$ cat config.mk
export PLATFORM = sky130hd
export DESIGN_NAME = telnet_ansi_input_parser_core
export DESIGN_NICKNAME = d
export VERILOG_FILES = /design/src/rtl/core/tap_pkg.sv /design/src/rtl/core/tap_ctrl.sv /design/src/rtl/core/tap_datapath.sv /design/src/rtl/core/telnet_ansi_input_parser_core.sv
export SDC_FILE = /design/constraint.sdc
export NUM_CORES = 1
export LEC_CHECK = 0
export ABC_AREA = 1
export BUFFER_PORTS_ARGS = -buffer_cell sky130_fd_sc_hd__buf_2
export CAP_MARGIN = 10
export CORE_MARGIN = 2
export CORE_UTILIZATION = 55
export DETAILED_ROUTE_END_ITERATION = 8
export PLACE_DENSITY = 0.74
export SLEW_MARGIN = 20
export SYNTH_ARGS = -nofsm -noshare
export SYNTH_HDL_FRONTEND = slang
export SYNTH_SLANG_ARGS = --single-unit
$ cat constraint.sdc
create_clock -name clk -period 2 [get_ports clk]
set_input_delay 0.4 -clock clk [delete_from_list [all_inputs] [get_ports clk]]
set_output_delay 0.4 -clock clk [all_outputs]
set_load 0.1 [all_outputs]
$ cat src/rtl/core/tap_pkg.sv
// Shared constants, codes and control/status structs of the telnet/ANSI parser.
`default_nettype none

package tap_pkg;

    localparam int PAYLOAD_LIMIT = 256;
    localparam int PAYLOAD_STORE = 64;
    localparam int CNT_W  = $clog2(PAYLOAD_LIMIT + 1);
    localparam int ADDR_W = $clog2(PAYLOAD_STORE);

    // Telnet bytes
    localparam logic [7:0] B_IAC  = 8'd255;
    localparam logic [7:0] B_SE   = 8'd240;
    localparam logic [7:0] B_SB   = 8'd250;
    localparam logic [7:0] B_WILL = 8'd251;
    localparam logic [7:0] B_WONT = 8'd252;
    localparam logic [7:0] B_DO   = 8'd253;
    localparam logic [7:0] B_DONT = 8'd254;
    localparam logic [7:0] OPT_NAWS = 8'd31;
    localparam logic [7:0] OPT_TERM = 8'd24;

    // ANSI bytes
    localparam logic [7:0] B_ESC = 8'd27;
    localparam logic [7:0] B_LBR = 8'd91;
    localparam logic [7:0] B_CR  = 8'h0d;
    localparam logic [7:0] B_BS  = 8'h08;
    localparam logic [7:0] B_DEL = 8'h7f;
    localparam logic [7:0] B_SPC = 8'h20;
    localparam logic [7:0] B_TILDE = 8'h7e;
    localparam logic [7:0] B_D0 = 8'h30;
    localparam logic [7:0] B_D9 = 8'h39;
    localparam logic [7:0] B_UA = 8'h41;
    localparam logic [7:0] B_UB = 8'h42;
    localparam logic [7:0] B_UC = 8'h43;
    localparam logic [7:0] B_UD = 8'h44;

    // Event codes
    localparam logic [3:0] EV_PUT     = 4'd0;
    localparam logic [3:0] EV_ERASE   = 4'd1;
    localparam logic [3:0] EV_NEWLINE = 4'd2;
    localparam logic [3:0] EV_UP      = 4'd3;
    localparam logic [3:0] EV_DOWN    = 4'd4;
    localparam logic [3:0] EV_RIGHT   = 4'd5;
    localparam logic [3:0] EV_LEFT    = 4'd6;
    localparam logic [3:0] EV_QUIT    = 4'd7;
    localparam logic [3:0] EV_VIEW    = 4'd8;
    localparam logic [3:0] EV_TERM    = 4'd9;

    // Controller -> datapath
    typedef struct packed {
        logic accept;     // take rx_byte, update protocol state
        logic run_init;   // name run: start at payload index 1
        logic idx_inc;    // next name byte
        logic pend_load;  // latch read data as pending name byte
        logic emit_pend;  // load pending name byte into output word
        logic pend_last;  // last flag for that word
    } tap_cmd_t;

    // Datapath -> controller
    typedef struct packed {
        logic out_free;   // output register can take a word this cycle
        logic run_start;  // byte closes a TERM subnegotiation with a name window
        logic rd_zero;    // read name byte is zero
        logic rd_at_end;  // read index is the last allowed one
    } tap_status_t;

endpackage

`default_nettype wire

$ cat src/rtl/core/tap_ctrl.sv
// Controller FSM: byte intake and sequencing of terminal name runs.
`default_nettype none

module tap_ctrl (
    input  wire logic                clk,
    input  wire logic                rst_n,
    input  wire logic                in_valid,
    output logic                     in_stall,
    input  tap_pkg::tap_status_t     status,
    output tap_pkg::tap_cmd_t        cmd
);
    import tap_pkg::*;

    localparam logic [2:0] S_IDLE  = 3'd0;
    localparam logic [2:0] S_READ0 = 3'd1;  // read issued, nothing pending
    localparam logic [2:0] S_READ1 = 3'd2;  // read issued, one byte pending
    localparam logic [2:0] S_EVAL0 = 3'd3;
    localparam logic [2:0] S_EVAL1 = 3'd4;
    localparam logic [2:0] S_FLUSH = 3'd5;

    logic [2:0] state_reg;
    logic [2:0] state_next;

    always_comb
    begin
        cmd        = '0;
        state_next = state_reg;
        in_stall   = !(state_reg == S_IDLE && status.out_free);
        unique case (state_reg)
            S_IDLE:
            begin
                cmd.accept = in_valid && !in_stall;
                if (cmd.accept && status.run_start)
                begin
                    cmd.run_init = 1'b1;
                    state_next   = S_READ0;
                end
            end
            S_READ0: state_next = S_EVAL0;
            S_READ1: state_next = S_EVAL1;
            S_EVAL0:
            begin
                if (status.rd_zero)
                    state_next = S_IDLE;     // empty name
                else
                begin
                    cmd.pend_load = 1'b1;
                    if (status.rd_at_end)
                        state_next = S_FLUSH;
                    else
                    begin
                        cmd.idx_inc = 1'b1;
                        state_next  = S_READ1;
                    end
                end
            end
            S_EVAL1:
            begin
                if (status.rd_zero)
                    state_next = S_FLUSH;
                else if (status.out_free)
                begin
                    // a further byte exists, so the pending one is not last
                    cmd.emit_pend = 1'b1;
                    cmd.pend_load = 1'b1;
                    if (status.rd_at_end)
                        state_next = S_FLUSH;
                    else
                    begin
                        cmd.idx_inc = 1'b1;
                        state_next  = S_READ1;
                    end
                end
            end
            S_FLUSH:
            begin
                if (status.out_free)
                begin
                    cmd.emit_pend = 1'b1;
                    cmd.pend_last = 1'b1;
                    state_next    = S_IDLE;
                end
            end
            default: state_next = S_IDLE;
        endcase
    end

    always_ff @(posedge clk or negedge rst_n)
    begin
        if (!rst_n)
            state_reg <= S_IDLE;
        else
            state_reg <= state_next;
    end

endmodule

`default_nettype wire

$ cat src/rtl/core/tap_datapath.sv
// Datapath: telnet/ANSI decode state, payload store, name read port, output word.
`default_nettype none

module tap_datapath (
    input  wire logic                clk,
    input  wire logic                rst_n,
    input  wire logic [7:0]          rx_byte,
    input  wire logic                out_stall,
    output logic                     out_valid,
    output logic [3:0]               event_res,
    output logic [7:0]               char_value,
    output logic [15:0]              view_width,
    output logic [15:0]              view_height,
    output logic                     last,
    input  tap_pkg::tap_cmd_t        cmd,
    output tap_pkg::tap_status_t     status
);
    import tap_pkg::*;

    localparam logic [2:0] TEL_DATA = 3'd0;
    localparam logic [2:0] TEL_IAC  = 3'd1;
    localparam logic [2:0] TEL_WILL = 3'd2;
    localparam logic [2:0] TEL_WONT = 3'd3;
    localparam logic [2:0] TEL_DO   = 3'd4;
    localparam logic [2:0] TEL_DONT = 3'd5;
    localparam logic [2:0] TEL_SB   = 3'd6;
    localparam logic [2:0] TEL_PAY  = 3'd7;

    localparam logic [1:0] ESC_PLAIN = 2'd0;
    localparam logic [1:0] ESC_SEEN  = 2'd1;
    localparam logic [1:0] ESC_CSI   = 2'd2;

    localparam logic [1:0] MARK_NONE = 2'd0;
    localparam logic [1:0] MARK_NAWS = 2'd1;
    localparam logic [1:0] MARK_TERM = 2'd2;

    localparam logic [CNT_W-1:0]  CNT_LIMIT = CNT_W'(PAYLOAD_LIMIT);
    localparam logic [CNT_W-1:0]  CNT_STORE = CNT_W'(PAYLOAD_STORE);
    localparam logic [CNT_W-1:0]  CNT_TOP   = CNT_W'(PAYLOAD_STORE - 1);
    localparam logic [ADDR_W-1:0] IDX_TOP   = ADDR_W'(PAYLOAD_STORE - 1);

    logic [2:0]        tel_reg,  tel_next;
    logic [1:0]        esc_reg,  esc_next;
    logic [CNT_W-1:0]  cnt_reg,  cnt_next;
    logic              aiac_reg, aiac_next;
    logic [1:0]        mark_reg, mark_next;

    logic [7:0]        naws0_reg, naws1_reg, naws2_reg;
    logic [ADDR_W-1:0] end_reg, end_next;
    logic [ADDR_W-1:0] idx_reg, idx_next;
    logic [7:0]        pend_reg;
    logic [7:0]        rd_data_reg;
    logic [7:0]        store_mem [PAYLOAD_STORE];

    logic              out_valid_reg, out_valid_next;
    logic [3:0]        ev_reg,    ev_next;
    logic [7:0]        char_reg,  char_next;
    logic [15:0]       w_reg,     w_next;
    logic [15:0]       h_reg,     h_next;
    logic              last_reg,  last_next;

    logic              ansi_go, ansi_ev, naws_go, term_go, wr_en;
    logic [3:0]        ansi_code;
    logic [1:0]        esc_ansi;
    logic [CNT_W-1:0]  cnt_inc, end_full;
    logic              ev_valid, load_ev;

    // ANSI layer
    always_comb
    begin
        ansi_ev   = 1'b0;
        ansi_code = EV_PUT;
        esc_ansi  = esc_reg;
        unique case (esc_reg)
            ESC_PLAIN:
            begin
                priority if (rx_byte == B_ESC)
                    esc_ansi = ESC_SEEN;
                else if (rx_byte == B_BS || rx_byte == B_DEL)
                begin
                    ansi_ev   = 1'b1;
                    ansi_code = EV_ERASE;
                end
                else if (rx_byte == B_CR)
                begin
                    ansi_ev   = 1'b1;
                    ansi_code = EV_NEWLINE;
                end
                else if (rx_byte >= B_SPC && rx_byte <= B_TILDE)
                begin
                    ansi_ev   = 1'b1;
                    ansi_code = EV_PUT;
                end
                else
                    esc_ansi = ESC_PLAIN;
            end
            ESC_SEEN:
            begin
                priority if (rx_byte == B_ESC)
                begin
                    ansi_ev   = 1'b1;
                    ansi_code = EV_QUIT;
                    esc_ansi  = ESC_PLAIN;
                end
                else if (rx_byte == B_LBR)
                    esc_ansi = ESC_CSI;
                else
                    esc_ansi = ESC_PLAIN;
            end
            default:
            begin
                if (!(rx_byte >= B_D0 && rx_byte <= B_D9))
                begin
                    esc_ansi = ESC_PLAIN;
                    ansi_ev  = (rx_byte == B_UA) || (rx_byte == B_UB) ||
                               (rx_byte == B_UC) || (rx_byte == B_UD);
                    priority if (rx_byte == B_UA)
                        ansi_code = EV_UP;
                    else if (rx_byte == B_UB)
                        ansi_code = EV_DOWN;
                    else if (rx_byte == B_UC)
                        ansi_code = EV_RIGHT;
                    else
                        ansi_code = EV_LEFT;
                end
            end
        endcase
    end

    // Telnet layer
    always_comb
    begin
        tel_next  = tel_reg;
        esc_next  = esc_reg;
        cnt_next  = cnt_reg;
        aiac_next = aiac_reg;
        mark_next = mark_reg;
        ansi_go   = 1'b0;
        naws_go   = 1'b0;
        term_go   = 1'b0;
        wr_en     = 1'b0;
        cnt_inc   = cnt_reg + CNT_W'(1);
        unique case (tel_reg)
            TEL_DATA:
            begin
                if (rx_byte == B_IAC)
                    tel_next = TEL_IAC;
                else
                    ansi_go = 1'b1;
            end
            TEL_IAC:
            begin
                priority if (rx_byte == B_WILL)
                    tel_next = TEL_WILL;
                else if (rx_byte == B_WONT)
                    tel_next = TEL_WONT;
                else if (rx_byte == B_DO)
                    tel_next = TEL_DO;
                else if (rx_byte == B_DONT)
                    tel_next = TEL_DONT;
                else if (rx_byte == B_SB)
                    tel_next = TEL_SB;
                else
                begin
                    tel_next = TEL_DATA;
                    ansi_go  = (rx_byte == B_IAC);  // escaped 255
                end
            end
            TEL_SB:
            begin
                tel_next  = TEL_PAY;
                cnt_next  = '0;
                aiac_next = 1'b0;
                priority if (rx_byte == OPT_NAWS)
                    mark_next = MARK_NAWS;
                else if (rx_byte == OPT_TERM)
                    mark_next = MARK_TERM;
                else
                    mark_next = MARK_NONE;
            end
            TEL_PAY:
            begin
                if (cnt_reg == CNT_LIMIT)
                    tel_next = TEL_DATA;   // overflow: byte dropped
                else
                begin
                    wr_en    = (cnt_reg < CNT_STORE);
                    cnt_next = cnt_inc;
                    if (!aiac_reg)
                        aiac_next = (rx_byte == B_IAC);
                    else if (rx_byte == B_SE)
                    begin
                        tel_next = TEL_DATA;
                        term_go  = (mark_reg == MARK_TERM) && (cnt_inc >= CNT_W'(4));
                    end
                    else
                        aiac_next = 1'b0;
                    if (mark_reg == MARK_NAWS && cnt_inc == CNT_W'(4))
                    begin
                        naws_go   = 1'b1;
                        mark_next = MARK_NONE;
                    end
                end
            end
            default: tel_next = TEL_DATA;  // option byte after WILL/WONT/DO/DONT
        endcase
        if (ansi_go)
            esc_next = esc_ansi;
    end

    // Name window ends at count-3, clipped to the store
    always_comb
    begin
        end_full = cnt_inc - CNT_W'(3);
        if (end_full > CNT_TOP)
            end_next = IDX_TOP;
        else
            end_next = end_full[ADDR_W-1:0];
    end

    always_comb
    begin
        idx_next = idx_reg;
        if (cmd.run_init)
            idx_next = ADDR_W'(1);
        else if (cmd.idx_inc)
            idx_next = idx_reg + ADDR_W'(1);
    end

    // Output word
    assign ev_valid = (ansi_go && ansi_ev) || naws_go;
    assign load_ev  = cmd.accept && ev_valid;

    always_comb
    begin
        out_valid_next = out_valid_reg && out_stall;
        ev_next   = ev_reg;
        char_next = char_reg;
        w_next    = w_reg;
        h_next    = h_reg;
        last_next = last_reg;
        if (cmd.emit_pend)
        begin
            out_valid_next = 1'b1;
            ev_next   = EV_TERM;
            char_next = pend_reg;
            w_next    = '0;
            h_next    = '0;
            last_next = cmd.pend_last;
        end
        else if (load_ev)
        begin
            out_valid_next = 1'b1;
            last_next = 1'b1;
            if (naws_go)
            begin
                ev_next   = EV_VIEW;
                char_next = '0;
                w_next    = {naws0_reg, naws1_reg};
                h_next    = {naws2_reg, rx_byte};
            end
            else
            begin
                ev_next   = ansi_code;
                char_next = (ansi_code == EV_PUT) ? rx_byte : 8'd0;
                w_next    = '0;
                h_next    = '0;
            end
        end
    end

    always_ff @(posedge clk or negedge rst_n)
    begin
        if (!rst_n)
        begin
            tel_reg       <= TEL_DATA;
            esc_reg       <= ESC_PLAIN;
            cnt_reg       <= '0;
            aiac_reg      <= 1'b0;
            mark_reg      <= MARK_NONE;
            out_valid_reg <= 1'b0;
            idx_reg       <= '0;
            end_reg       <= '0;
        end
        else
        begin
            out_valid_reg <= out_valid_next;
            idx_reg       <= idx_next;
            if (cmd.accept)
            begin
                tel_reg  <= tel_next;
                esc_reg  <= esc_next;
                cnt_reg  <= cnt_next;
                aiac_reg <= aiac_next;
                mark_reg <= mark_next;
                if (term_go)
                    end_reg <= end_next;
            end
        end
    end

    // Payload registers, no reset
    always_ff @(posedge clk)
    begin
        ev_reg   <= ev_next;
        char_reg <= char_next;
        w_reg    <= w_next;
        h_reg    <= h_next;
        last_reg <= last_next;
        if (cmd.pend_load)
            pend_reg <= rd_data_reg;
        if (cmd.accept && wr_en)
        begin
            // first three payload bytes kept aside for NAWS
            if (cnt_reg == CNT_W'(0))
                naws0_reg <= rx_byte;
            if (cnt_reg == CNT_W'(1))
                naws1_reg <= rx_byte;
            if (cnt_reg == CNT_W'(2))
                naws2_reg <= rx_byte;
        end
    end

    // Payload store: one write port, one registered read port
    always_ff @(posedge clk)
    begin
        if (cmd.accept && wr_en)
            store_mem[cnt_reg[ADDR_W-1:0]] <= rx_byte;
        rd_data_reg <= store_mem[idx_reg];
    end

    assign status.out_free  = !out_valid_reg || !out_stall;
    assign status.run_start = term_go;
    assign status.rd_zero   = (rd_data_reg == 8'd0);
    assign status.rd_at_end = (idx_reg == end_reg);

    assign out_valid   = out_valid_reg;
    assign event_res   = ev_reg;
    assign char_value  = char_reg;
    assign view_width  = w_reg;
    assign view_height = h_reg;
    assign last        = last_reg;

endmodule

`default_nettype wire

$ cat src/rtl/core/telnet_ansi_input_parser_core.sv
// Top level of the telnet/ANSI input parser: controller plus datapath.
//
// Takes one received byte per cycle on the input channel and turns it into
// edit events: telnet IAC commands and subnegotiations are stripped, NAWS
// yields one set_view word, and ANSI keys yield put/erase/newline/cursor/
// clear_quit words. Every byte is taken as it arrives while the output
// register is free or being drained, so a steady stream runs at one byte per
// clock. The exception is IAC SE closing a TERM subnegotiation: the name is
// read back from the 64-byte payload RAM one byte at a time through its
// single registered read port. Each name byte is read back in turn, plus the
// zero byte that ends a short name, and then the last word is sent; any
// output stall lengthens the run. Input is stalled for the whole run. The
// payload RAM needs no clearing after reset; only bytes written in the
// current subnegotiation are ever read.
`default_nettype none

module telnet_ansi_input_parser_core (
    input  wire logic        clk,
    input  wire logic        rst_n,
    input  wire logic        in_valid,
    output logic             in_stall,
    input  wire logic [7:0]  rx_byte,
    output logic             out_valid,
    input  wire logic        out_stall,
    output logic [3:0]       event_res,
    output logic [7:0]       char_value,
    output logic [15:0]      view_width,
    output logic [15:0]      view_height,
    output logic             last
);
    import tap_pkg::*;

    tap_cmd_t    cmd;
    tap_status_t status;

    tap_ctrl u_ctrl (
        .clk      (clk),
        .rst_n    (rst_n),
        .in_valid (in_valid),
        .in_stall (in_stall),
        .status   (status),
        .cmd      (cmd)
    );

    tap_datapath u_dp (
        .clk         (clk),
        .rst_n       (rst_n),
        .rx_byte     (rx_byte),
        .out_stall   (out_stall),
        .out_valid   (out_valid),
        .event_res   (event_res),
        .char_value  (char_value),
        .view_width  (view_width),
        .view_height (view_height),
        .last        (last),
        .cmd         (cmd),
        .status      (status)
    );

endmodule

`default_nettype wire

# Word level (Yosys, flattened, before mapping)
# Memories as Yosys holds them, arrays and structs flattened. A register that Yosys moved wholly into a read port is not among the register bits.
# Cells that the tools add are included.
[op_classes]
n_div = 0
shifts = 0
muxes = 94
reduce_logical = 38
addsub = 3
bitwise = 0
mul = 0
n_eq_ne = 46
magnitude_cmp = 7
[ops]
columns = ["op", "count"]
rows = [
  ["8-bit == test (second input constant)", 7],
  ["3-bit 2-to-1 mux", 18],
  ["8-bit by 7-bit == test with 1-bit output (second input constant)", 6],
  ["1-bit 2-to-1 mux", 33],
  ["16-bit 2-to-1 mux", 2],
  ["2-bit 2-to-1 mux", 16],
  ["8-bit 2-to-1 mux", 4],
  ["8-bit by 5-bit == test with 1-bit output (second input constant)", 3],
  ["4-bit 2-to-1 mux", 6],
  ["6-bit 2-to-1 mux", 3],
  ["3-bit case mux with 6 select lines", 1],
  ["9-bit case mux with 2 select lines", 1],
  ["8-bit by 4-bit == test with 1-bit output (second input constant)", 2],
  ["8-bit by 6-bit >= comparator with 1-bit output (second input constant)", 2],
  ["3-bit == test (second input constant)", 4],
  ["3-bit by 2-bit inequality test with 1-bit output (second input constant)", 4],
  ["2-bit case mux with 2 select lines", 3],
  ["3-bit case mux with 4 select lines", 1],
  ["1-bit logical AND", 11],
  ["9-bit by 1-bit adder with 9-bit output (second input constant)", 1],
  ["9-bit by 1-bit == test with 1-bit output (second input constant)", 1],
  ["9-bit by 2-bit == test with 1-bit output (second input constant)", 1],
  ["9-bit by 3-bit == test with 1-bit output (second input constant)", 1],
  ["9-bit == test (second input constant)", 1],
  ["other kinds (31)", 56],
]
[totals]
register_bits = 110
out_inout_bits = 47
input_bits = 12
rom_bits = 0
elab_cells = 207
ram_bits = 512
mem_count = 1
latch_bits = 0
[mem_list]
columns = ["name", "words", "width", "rd", "rd_ports_with_merged_regs", "write_ports", "line", "rtl"]
rows = [
  ["u_dp.store_mem", 64, 8, 1, 1, 1, "tap_datapath.sv:53", "logic [7:0] store_mem [PAYLOAD_STORE];"],
]

# Logic depth before layout (Yosys ltp)
[depth]
depth_word = 13
depth_mapped = 14
ltp_nobuf = 14

# Hierarchy
# From an unflattened synthesis, not the netlist that was laid out.
[unflattened]
cells_unflattened = 2249
hier_area_um2 = 25814.8
[by_module_without_submodules]
columns = ["mod", "instances", "cells_per_inst", "area_per_inst_um2", "seq_area_each_um2"]
rows = [
  ["tap_datapath", 1, 2204, 25543.2, 18237.5],
  ["tap_ctrl", 1, 45, 271.5, 75.1],
]

# Worst setup path after synthesis
# OpenSTA, ideal clock, no wires.
[synth_timing]
path_type = "flip-flop to flip-flop"
startpoint = "register u_dp.out_valid_reg, in the netlist u_dp.out_valid"
endpoint = "memory u_dp.store_mem[0][0], enable pin"
period_less_slack_ns = 3.428
setup_slack_ns = -1.428
setup_ns = 0.370
path_stages_with_launch = 8
path_buffers = 0
t_required_ns = 1.630
t_arrival_ns = 3.057
path_cell_list = "dfrtp_1 nand2_1 nand2_1 nor2_4 nand4_2 nor2_1 nand3_1 nor2_1"
[synth_between]
elab_chain_len = 8
[synth_rtl]
columns = ["element", "line", "rtl"]
rows = [
  ["start, declared", "tap_datapath.sv:55", "logic out_valid_reg, out_valid_next;"],
  ["start signal, assigned", "tap_datapath.sv:287", "out_valid_reg <= out_valid_next;"],
  ["1-bit logical NOT", "tap_datapath.sv:332", "assign status.out_free = !out_valid_reg || !out_stall;"],
  ["1-bit logical OR", "tap_datapath.sv:332", ""],
  ["1-bit logical AND", "tap_ctrl.sv:28", "in_stall = !(state_reg == S_IDLE && status.out_free);"],
  ["1-bit logical AND", "tap_ctrl.sv:32", "cmd.accept = in_valid && !in_stall;"],
  ["2-bit 2-to-1 mux", "tap_ctrl.sv:29", "unique case (state_reg)"],
  ["1-bit logical AND", "tap_datapath.sv:327", "if (cmd.accept && wr_en)"],
  ["1-bit 2-to-1 mux", "tap_datapath.sv:327", ""],
  ["1-bit 2-to-1 mux (implied by the code)", "tap_datapath.sv:328", "store_mem[cnt_reg[ADDR_W-1:0]] <= rx_byte;"],
  ["end, declared", "tap_datapath.sv:53", ""],
]
# No other way between the ends.

# Worst setup path in the final report
[layout_timing]
startpoint = "register u_dp.cnt_reg[0]"
endpoint = "register u_dp.char_reg[4], in the netlist u_dp.char_value[4], enable pin"
[layout_between]
elab_chain_len = 9
elab_cells_between_ends = 10
cone_classes = "add/sub (1); eq/ne (2); mux (3); reduce/logical (4)"
[layout_rtl]
columns = ["element", "line", "rtl"]
rows = [
  ["start, declared", "tap_datapath.sv:44", "logic [CNT_W-1:0] cnt_reg, cnt_next;"],
  ["start signal, assigned", "tap_datapath.sv:293", "cnt_reg <= cnt_next;"],
  ["9-bit by 1-bit adder with 9-bit output", "tap_datapath.sv:142", "cnt_inc = cnt_reg + CNT_W'(1);"],
  ["9-bit by 3-bit == test with 1-bit output", "tap_datapath.sv:198", "if (mark_reg == MARK_NAWS && cnt_inc == CNT_W'(4))"],
  ["1-bit logical AND", "tap_datapath.sv:198", ""],
  ["1-bit 2-to-1 mux", "tap_datapath.sv:198", ""],
  ["1-bit 2-to-1 mux (*)", "tap_datapath.sv:183", "if (cnt_reg == CNT_LIMIT)"],
  ["1-bit 2-to-1 mux (*)", "tap_datapath.sv:143", "unique case (tel_reg)"],
  ["1-bit logical OR (*)", "tap_datapath.sv:231", "assign ev_valid = (ansi_go && ansi_ev) || naws_go;"],
  ["1-bit logical AND (*)", "tap_datapath.sv:232", "assign load_ev = cmd.accept && ev_valid;"],
  ["2-bit nonzero test (no line) (*)", "n/a", ""],
  ["end signal, assigned", "tap_datapath.sv:306", "char_reg <= char_next;"],
  ["end, declared", "tap_datapath.sv:57", "logic [7:0] char_reg, char_next;"],
]
# Every way passes the cells marked *; elsewhere a longest branch is shown, timed or not.
# A chain may end at the register's enable or synchronous reset.

==> out/summary.txt <==
Status = complete, but fails checks
Failing checks = negative setup slack
Dominant cell type by area after synthesis = edfxtp_1
Tot Pwr = 27.4 mW
Mapped Area = 0.0255 mm^2
Peak Freq = 0.441 GHz
Hold Fails Final Rpt = 0
Clock Tree Buf Depth = 3
Finished Layout Cells = 3,113
RSZ-0062 raised after global routing = true
Final ANT Viol Nets = 0
Worst hold path class = primary input to flip-flop
Die height = 219 um
TritonRoute pass-1 iters = 6
Hold WS = 0.133 ns
Synth Instances = 2,153
Type of origin of the critical path = flip-flop
Clock slew at reported path FFs = 0.07 ns
Commonest cells post-synth = 553 x edfxtp_1, 408 x nor2_1, 280 x o21ai_0
Fraction of layout cells with a size suffix above 1 = 26.8%
Area of the multi-input gates = 0.00732 mm^2
Drt total wl = 73,600 um
Max reg flops = 512
Final period utilization = 113%
Main synth FF type = edfxtp_1
Initial drt markers = 2,940
Port bufs = 58
Initial Util = 56.0%
Residual DRC count = 0
TritonCTS buffer count = 60
Initial antenna violation count = 4
Crit path kind = flip-flop to flip-flop
Row Count = 78
Synth Area per Inst = 11.9 um^2
Register area = 0.0183 mm^2
Worst Setup End Kind = flip-flop
Total leakage power = 11.6 nW
GRT Total Usage = 28.1%
Largest net degree at the start of global routing = 99
Final worst path period need = 2.27 ns
Count of nets after finishing = 2,480
Worst EP required = 2.36 ns
Max Slew Vio Count = 0
Post-DP HPWL = 43,000 um
Fillers = 2,770
Synth async-reset ratio = 5.24%
Clk_lat worst skew = 0.64 ns
CTS tree = yes
Drt wl/cell = 23.7 um
CTS root buffer = clkbuf_16
Synth unique cells = 43
CP Max Fanout = 7
Syn Nets = 2,172
Setup Skew = 0.0266 ns
Routability cong. = 0.983
DR vias/cell = 6.22
Dominant cells by area after synthesis = edfxtp_1 65%, nor2_1 6.0%, o21ai_0 5.5%, dfxtp_1 3.5%, nand2_1 3.4%
Io pins = 59
GRT Residual Overflow = 0
Vias = 19,400
Max Cap Viol = 0
Yosys warnings = 0
Setup violators final = 605
Most frequent cell after synthesis = edfxtp_1
Placeable Area = 0.0456 mm^2
Slew of the pin with the lowest slew margin = 0.825 ns
Die Width = 219 um
Maximum VDD drop = 0.000671 V
First-pass GRT wire length = 102,000 um
Synthesized flop and latch total = 630
Area Growth Syn to Fin = 27.5%
Vias in the first global route = 18,100
Sink Count = 630
Dpl cells = 2,949
Max-slew headroom = 45.0%
Fin worst setup slack = -0.268 ns
DIE AREA = 0.0482 mm^2
Number of flops mapped to enable cells by yosys = 553
# H-tree levels = 2
Top cell type's share of synthesized area = 65.0%
Crit path DAT = 2.63 ns
Part of the Yosys area used for sequential elements = 71.7%
Pwr/cell area = 843 mW/mm^2
[worst max-delay path, cell delays in order (launching register included)]
cell and delay (ns):
dfrtp_2 0.43, buf_8 0.16, nand3_4 0.12, nor2_2 0.11
nor2_1 0.08, nor2_4 0.13, nand3_2 0.10, nor2_4 0.21
nand4_4 0.19, nand3_4 0.27, clkbuf_16 0.18
[cells by family after synthesis]
logic type / Yosys count / synth area share [%]
XOR/XNOR: 10 / 0.343
buffers and inverters: 215 / 3.37
adder cells (fa/ha/maj): 7 / 0.343
AO/OA/AOI/OAI: 475 / 10.7
flip-flops: 630 / 71.7
AND/OR/NAND/NOR: 816 / 13.6
[what timing repair did]
action	in CTS	in global routing
hold buffers	1	0
pin swaps	7	46
buffers inserted	2	27
endpoints found under the hold margin	21	0
gates cloned	0	20
setup endpoints to repair	585	621
resized for setup	97	264
[power breakdown]
part / total [mW] / internal (mW) / switching (mW) / leakage [nW]
sequential: 14.4 / 14.3 / 0.0390 / 5.72
clock: 11.9 / 6.95 / 4.97 / 1.03
combinational: 1.13 / 0.288 / 0.847 / 4.83
total: 27.4 / 21.6 / 5.85 / 11.6
[routing by layer]
metal / GRT usage [%] / vias up / part of all wire, %
met5: 0 / - / 0
met4: 13.2 / 0 / 4.0
met3: 5.78 / 194 / 10
met2: 44.9 / 1308 / 48
met1: 37.3 / 9432 / 37
li1: - / 8438 / -
[worst paths after layout]
check                                   endpoint               from  cells past startpoint  slack, ns
max                           u_dp.char_value[4]    u_dp.cnt_reg[0]                     10      -0.27
max reg2reg                   u_dp.char_value[4]    u_dp.cnt_reg[0]                     10      -0.27
min reg2reg                  u_dp.view_width[12]  u_dp.naws0_reg[4]                      2       0.45
min in group asynchronous    u_ctrl.state_reg[0]              rst_n                      2       0.33
min                        u_dp.store_mem[55][1]         rx_byte[1]                      2       0.13
max in group asynchronous        u_dp.cnt_reg[3]              rst_n                      3       1.07
[layout by cell type (no fill, tap or decap), types with 5 or more instances in the layout]
master	count
o21ai_1	41
o211ai_1	18
nand3_2	21
dfrtp_1	23
nor2_2	21
inv_1	74
clkinv_1	12
o22ai_2	5
buf_12	33
dfxtp_1	44
xor2_1	9
buf_2	58
ha_1	5
buf_4	182
nand4_1	50
inv_2	11
clkinv_2	19
nand3_4	10
clkbuf_16	78
o22ai_1	82
nand2_1	206
o21ai_2	18
dfrtp_2	7
nor2_4	58
o21ai_0	246
edfxtp_1	553
buf_6	68
buf_8	9
bufinv_16	9
nor3_1	12
nor2_1	335
o221ai_1	43
a21oi_1	9
nand2_2	24
nand3_1	60
[metrics by stage]
step | worst slack (ns) | setup TNS, ns | instance area, um^2 | utilization (%)
after floorplan | -0.512 | -234.94 | 25700 | -
after global placement | -0.313 | -83.32 | 28500 | 62.5
after detailed placement | -0.349 | -118.55 | 28500 | 62.5
after CTS | -0.148 | -52.61 | 30900 | 67.9
after global routing | -0.362 | -128.37 | 32500 | 71.4
final | -0.268 | -89.56 | 32500 | 71.4
[final cells by class]
cell class                 count  share of cell area [%]
clock inverter                43                    1.40
timing repair buffer         369                    11.3
sequential                   630                    56.3
tap                          600                    2.31
inverter                      92                    1.14
clock buffer                  69                    4.98
multi-input combinational   1308                    22.5
antenna                        2                  0.0154
No activity file was read; power rests on OpenSTA's default activity.
